==> src/rtl/tci_pkg.sv <==
// Shared definitions for the thrust curve interpolator: field widths, codes,
// and the command and status structs that join the controller and datapath.
// No dependencies.
package tci_pkg;

   localparam int DATA_W       = 32;
   localparam int ACT_W        = 2;
   localparam int STAT_W       = 2;
   localparam int REQ_DATA_W   = 3 * DATA_W;
   localparam int RSP_DATA_W   = 2 * DATA_W;
   localparam int MAX_ROWS_DEF = 256;
   localparam int DIV_CNT_W    = $clog2(DATA_W + 1);

   // Request kinds carried on req_tuser.
   localparam logic [ACT_W-1:0] ACT_CLEAR  = 2'd0;
   localparam logic [ACT_W-1:0] ACT_APPEND = 2'd1;
   localparam logic [ACT_W-1:0] ACT_QUERY  = 2'd2;

   // Response status codes carried on rsp_tuser.
   localparam logic [STAT_W-1:0] ST_OK    = 2'd0;
   localparam logic [STAT_W-1:0] ST_FULL  = 2'd1;
   localparam logic [STAT_W-1:0] ST_EMPTY = 2'd2;

   // Which table row the datapath reads next.
   typedef enum logic [1:0] {
      RD_FIRST,
      RD_LAST,
      RD_NEXT
   } rd_sel_type;

   typedef struct packed {
      logic              load;          // capture the request transfer
      logic              clear_rows;    // empty the table
      logic              append;        // write a row at the fill position
      logic              res_init;      // zero the result, set its status
      logic [STAT_W-1:0] res_code;
      logic              rd_en;         // read one table row
      rd_sel_type        rd_sel;
      logic              take_row0;     // result is the row just read
      logic              take_last;     // thrust 0, mass of the row just read
      logic              shift_prev;    // row just read becomes the lower bracket
      logic              prep;          // form offset, span and magnitude
      logic              mul_go;        // register the product
      logic              div_go;        // start the divider
      logic              store_lerp;    // store the interpolated value
      logic              sel_mass_set;  // move on to the mass column
      logic              push;          // load the output register
   } cmd_type;

   typedef struct packed {
      logic [ACT_W-1:0] action;
      logic             count_zero;
      logic             count_full;
      logic             le_first;
      logic             ge_last;
      logic             bracket;
      logic             scan_end;
      logic             div_done;
      logic             out_free;
      logic             sel_mass;
   } stat_type;

endpackage

==> src/rtl/tci_ctrl.sv <==
// Controller of the thrust curve interpolator: sequences clear, append and
// query through the datapath by command and status. Depends on tci_pkg.
module tci_ctrl (
   input  logic               clock,
   input  logic               reset,
   input  logic               req_tvalid,
   output logic               req_tready,
   output tci_pkg::cmd_type   cmd,
   input  tci_pkg::stat_type  stat
);

   typedef enum logic [3:0] {
      S_IDLE,
      S_DISPATCH,
      S_Q_FIRST,
      S_Q_LAST,
      S_PRIME,
      S_SCAN,
      S_PREP,
      S_MUL,
      S_DIV_GO,
      S_DIV_WAIT,
      S_FINISH
   } state_type;

   state_type state_ff, state_in;

   always_ff @(posedge clock) begin
      if (reset) begin
         state_ff <= S_IDLE;
      end else begin
         state_ff <= state_in;
      end
   end

   assign req_tready = state_ff == S_IDLE;

   always_comb begin
      state_in = state_ff;
      cmd      = '0;
      cmd.res_code = tci_pkg::ST_OK;
      cmd.rd_sel   = tci_pkg::RD_FIRST;
      case (state_ff)
         S_IDLE: begin
            if (req_tvalid) begin
               cmd.load = 1'b1;
               state_in = S_DISPATCH;
            end
         end
         S_DISPATCH: begin
            cmd.res_init = 1'b1;
            state_in     = S_FINISH;
            case (stat.action)
               tci_pkg::ACT_CLEAR: begin
                  cmd.clear_rows = 1'b1;
               end
               tci_pkg::ACT_APPEND: begin
                  if (stat.count_full) begin
                     cmd.res_code = tci_pkg::ST_FULL;
                  end else begin
                     cmd.append = 1'b1;
                  end
               end
               tci_pkg::ACT_QUERY: begin
                  if (stat.count_zero) begin
                     cmd.res_code = tci_pkg::ST_EMPTY;
                  end else begin
                     cmd.rd_en = 1'b1;
                     state_in  = S_Q_FIRST;
                  end
               end
               default: begin
               end
            endcase
         end
         S_Q_FIRST: begin
            if (stat.le_first) begin
               cmd.take_row0 = 1'b1;
               state_in      = S_FINISH;
            end else begin
               cmd.rd_en  = 1'b1;
               cmd.rd_sel = tci_pkg::RD_LAST;
               state_in   = S_Q_LAST;
            end
         end
         S_Q_LAST: begin
            // Past-the-end answer stands unless a bracket turns up.
            cmd.take_last = 1'b1;
            if (stat.ge_last) begin
               state_in = S_FINISH;
            end else begin
               cmd.rd_en = 1'b1;
               state_in  = S_PRIME;
            end
         end
         S_PRIME: begin
            cmd.shift_prev = 1'b1;
            cmd.rd_en      = 1'b1;
            cmd.rd_sel     = tci_pkg::RD_NEXT;
            state_in       = S_SCAN;
         end
         S_SCAN: begin
            if (stat.bracket) begin
               state_in = S_PREP;
            end else if (stat.scan_end) begin
               state_in = S_FINISH;
            end else begin
               cmd.shift_prev = 1'b1;
               cmd.rd_en      = 1'b1;
               cmd.rd_sel     = tci_pkg::RD_NEXT;
            end
         end
         S_PREP: begin
            cmd.prep = 1'b1;
            state_in = S_MUL;
         end
         S_MUL: begin
            cmd.mul_go = 1'b1;
            state_in   = S_DIV_GO;
         end
         S_DIV_GO: begin
            cmd.div_go = 1'b1;
            state_in   = S_DIV_WAIT;
         end
         S_DIV_WAIT: begin
            if (stat.div_done) begin
               cmd.store_lerp = 1'b1;
               if (stat.sel_mass) begin
                  state_in = S_FINISH;
               end else begin
                  cmd.sel_mass_set = 1'b1;
                  state_in         = S_PREP;
               end
            end
         end
         S_FINISH: begin
            if (stat.out_free) begin
               cmd.push = 1'b1;
               state_in = S_IDLE;
            end
         end
         default: begin
            state_in = S_IDLE;
         end
      endcase
   end

endmodule

==> config.mk <==
export PLATFORM = sky130hd
export DESIGN_NAME = tci_ctrl
export DESIGN_NICKNAME = d
export VERILOG_FILES = /design/src/rtl/tci_pkg.sv /design/src/rtl/tci_ctrl.sv
export SDC_FILE = /design/constraint.sdc
export NUM_CORES = 1
export LEC_CHECK = 0
export ABC_AREA = 1
export BUFFER_PORTS_ARGS = -buffer_cell sky130_fd_sc_hd__buf_4
export CAP_MARGIN = 20
export CORE_AREA = 2 2 39 41
export CTS_BUF_LIST = sky130_fd_sc_hd__clkbuf_4 sky130_fd_sc_hd__clkbuf_8
export CTS_CLUSTER_DIAMETER = 40
export DETAILED_ROUTE_END_ITERATION = 7
export DIE_AREA = 0 0 41 43
export GPL_ROUTABILITY_DRIVEN = 0
export PLACE_DENSITY_LB_ADDON = 0.25
export SLEW_MARGIN = 20
export SYNTH_ARGS = -nofsm -noshare
export SYNTH_HDL_FRONTEND = slang
export SYNTH_SLANG_ARGS = --single-unit
==> constraint.sdc <==
create_clock -name clock -period 1.7 [get_ports clock]
set_clock_uncertainty 0.2 [all_clocks]
set_input_delay 0.34 -clock clock [delete_from_list [all_inputs] [get_ports clock]]
set_output_delay 0.34 -clock clock [all_outputs]
set_load 0.01 [all_outputs]
# Word-level counts from Yosys, hierarchy flattened
# Index checks and enable logic that the tools add are counted.
# W data, S select, Z words.
dict set report word_totals {
  ff_bits 4
  input_bits 14
  output_inout_bits 19
  wordCells 62
}
dict set report op_classes {
  eq_ne 16
  mux 42
  reduce_logical 3
}
# op count
set op_table {}
lappend op_table {{$pmux W4 S11} 1}
lappend op_table {{$mux W4} 10}
lappend op_table {{$mux W1} 20}
lappend op_table {{$eq A4 B3 Y1 const B} 4}
lappend op_table {{$eq A4 B4 Y1 const B} 3}
lappend op_table {{$mux W3} 3}
lappend op_table {{$eq A4 B2 Y1 const B} 2}
lappend op_table {{$mux W2} 3}
lappend op_table {{$ne A2 B2 Y1 const B} 3}
lappend op_table {{$pmux W2 S3} 1}
lappend op_table {{$mux W5} 1}
lappend op_table {{$pmux W1 S5} 1}
lappend op_table {{$eq A4 B1 Y1 const B} 1}
lappend op_table {{$logic_not A4 Y1} 1}
lappend op_table {{$pmux W2 S2} 1}
lappend op_table {{$reduce_and A4 Y1} 1}
lappend op_table {{$ne A3 B3 Y1 const B} 1}
lappend op_table {{$eq A2 B1 Y1 const B} 1}
lappend op_table {{$eq A2 B2 Y1 const B} 1}
lappend op_table {{$logic_not A2 Y1} 1}
lappend op_table {{$pmux W1 S2} 1}

# Longest topological paths before layout
dict set report logic_depth {
  ltp_word 3
  ltp_mapped 9
  mapped_depth_nobuf 9
}

# Worst setup path before layout
# No wires, ideal clock.
dict set report synth_path {
  path_type {reg-to-output}
  start {reg state_ff[0]}
  end {out cmd[12] in the netlist's numbering}
  arrival_time_ps 1071
  required_time_ps 1160
  setup_slack_ps 89
  path_stages_with_launch 5
  path_buffers 0
  cell_sequence {dfxtp_1 -> nand2_2 -> nor2_1 -> nand2_1 -> nor2_1}
}
# item line
set synth_rtl {}
lappend synth_rtl {{start: declaration} tci_ctrl.sv:26} ;# state_type state_ff, state_in;
lappend synth_rtl {{start signal: assignment} tci_ctrl.sv:32} ;# state_ff <= state_in;
lappend synth_rtl {{end: declaration} tci_ctrl.sv:8} ;# output tci_pkg::cmd_type cmd,

==> results.toml <==
[run_status]
status = "finished, violations left"
violations = "setup timing"

[logic_synthesis]
syn_area_um2 = 568
yosysWarnings = 0
yosys.area.top_type_share_pct = 16.5
ys_seq_area_share_pct = 14.1
synth_area_leaders = "nand2_1 (17%), dfxtp_1 (14%), inv_1 (13%)"
yosys.area.top_type = "nand2_1"
synth_nets = 121
syn_inst = 104
synth_seq_cells = 4
syn_area_per_cell_um2 = 5.46
synth_cell_types = 19

[critical_path]
cp_max_fo = 5
end_kind = "output pin"
arrival_ns = 1.41
slowest_stage = "dfxtp_4"
criticalPathCategory = "flop to output pin"
worst-endpoint-required_ns = 1.16
cpPeakStageDelay_ns = 0.38
crit_path_start_kind = "flop"
cp_num_buf_inv = 2
cp_top_family = "flip-flops"
path_cells = "inv_4 -> nor2_2 -> nand2_2 -> nand2_2 -> a31oi_1 -> nand3_1 -> buf_4"
crit_top_cell = "nand2_2"

[floorplanning]
io-pin-count = 33
die_x_um = 41
initial_core_util_pct = 41.0
dieArea_mm2 = 0.00176
core-area_mm2 = 0.00138
die_h_um = 43
row_count = 14

[global_route]
grt_usage_pct = 27.3
grt_pass1_wl_um = 3350
antenna_found_initial = 0
grt_pass1_vias = 780
grt_overflow = 0
grt_max_degree = 6

[placed_design]
place_ws_ns = 0.0525
dpl-instance-area_um2 = 851
port_buffers = 32
dpl.hpwl_um = 1480

[cells_and_area]
postLayoutCoreUtil_pct = 81.1
syn_to_final_growth_pct = 97.6
diodes = 0
fin_area_mm2 = 0.00112
fin_nets = 174
largest_register_ffs = 4
reg_top3 = "state_ff (4)"
top_register = "state_ff"
layout-drive-gt1-share_pct = 61.9
final_cell_mix = "buf_4 (43), nand2_1 (18), inv_1 (15), nor2_1 (9), nand2_2 (8)"
layout_commonest_cell = "buf_4"

[sta]
fmax_mhz = 514
tns_ns = -1.04
worst_pin_slew_ns = 0.330
finalWorstSetupSlack_ns = -0.245
period_share_pct = 114
finalCriticalPeriod_ns = 1.95
finalMaxSlewViolations = 0
rsz0062_at_grt = "yes"
hold_slack_ns = 0.0765
hold_viol_final = 0
relSlewSlack_pct = 77.9
setup_viol = 12

[route]
drtAntennaViolNets = 0
num_vias = 886
vias_per_cell = 5.18
post-route-drc-count = 0
drt_iter0_drc = 29
wl_um = 2600
detail_route.wl_per_cell_um = 15.2
drt-pass1-iter-count = 4

[clock_network]
cts_tree = "built"
cts_sinks = 4
clkTransAtPathRegs_ns = 0.04
cts-htree-levels = 1
cts_hold_buf = 0
clkLatencyLatePin_ns = 0.24
max-clock-path-buffers = 2
cts_buffers = 3
cts_root_buf = "clkbuf_4"

[power_and_ir_drop]
power_frac_clock_pct = 8.2
p_sw_mw = 0.755
switching_share_pct = 50.9
p_int_mw = 0.728
p_per_area_mw_per_mm2 = 1320
pwr-share-comb_pct = 76.3
pwr-share-seq_pct = 15.5
vdd_drop_max_v = 0.000751
leakage_nw = 0.623

[job]
cap_viol_max_count = 0

[min_path]
min_path_type = "primary input to flop"
==> cells in the mapped netlist (all sizes together) <==
| master | instances |
|---|---|
| o211ai | 1 |
| ha | 3 |
| dfxtp | 4 |
| nor3 | 2 |
| nand3 | 9 |
| a31oi | 1 |
| nand2 | 31 |
| o21ai | 2 |
| inv | 23 |
| nor2 | 23 |
| nand4 | 1 |
| a21oi | 4 |
==> final cells by class <==
type | count | area (um^2)
inverter | 23 | 96.3
sequential | 4 | 95.1
multi-input combinational | 77 | 509
tap | 16 | 20.0
timing repair buffer | 48 | 379
clock buffer | 3 | 22.5
fill | 89 | 262
==> layer usage <==
metal  up-vias  GRT usage [%]  share of wire [%]
li1        423              -                  -
met1       419           34.1                 37
met2        36           46.3                 54
met3         8           1.57                5.4
met4         0           10.0                3.5
met5         -              0                  0
==> power by group through the flow <==
stage | combinational, mW | clock [mW] | sequential [mW]
global placement | 0.692 | 0 | 0.172
CTS | 0.837 | 0.125 | 0.194
global route | 1.20 | 0.133 | 0.233
detailed placement | 0.708 | 0 | 0.175
floorplan | 0.441 | 0 | 0.170
finish | 1.13 | 0.122 | 0.230
==> cell families after synthesis <==
logic type / Yosys count / synth area share [%]
buf+inv: 23 / 15.2
compound gates: 8 / 8.37
simple gates: 66 / 55.7
fa+ha+maj: 3 / 6.61
flops: 4 / 14.1
==> what timing repair did <==
action,CTS,global route
setup buffers,6,7
endpoints found under the hold margin,0,0
resized for setup,17,32
pin swaps,3,13
setup endpoints to repair,17,19
==> metrics by stage <==
step	power, mW	cells
after global placement	0.864	155
after detailed placement	0.883	155
after floorplan	0.611	104
final	1.48	171
after CTS	1.16	164
after global routing	1.57	171
==> worst paths after layout <==
kind | slack [ns] | start | to | cells past startpoint
worst max-delay path | -0.25 | state_ff[2] | cmd[11] | 7
worst min-delay path | 0.08 | reset | state_ff[3] | 2
worst max register to register | 0.01 | state_ff[1] | state_ff[1] | 6
worst min register to register | 0.50 | state_ff[0] | state_ff[1] | 3
Note: power is estimated with default switching activity, not from simulation.
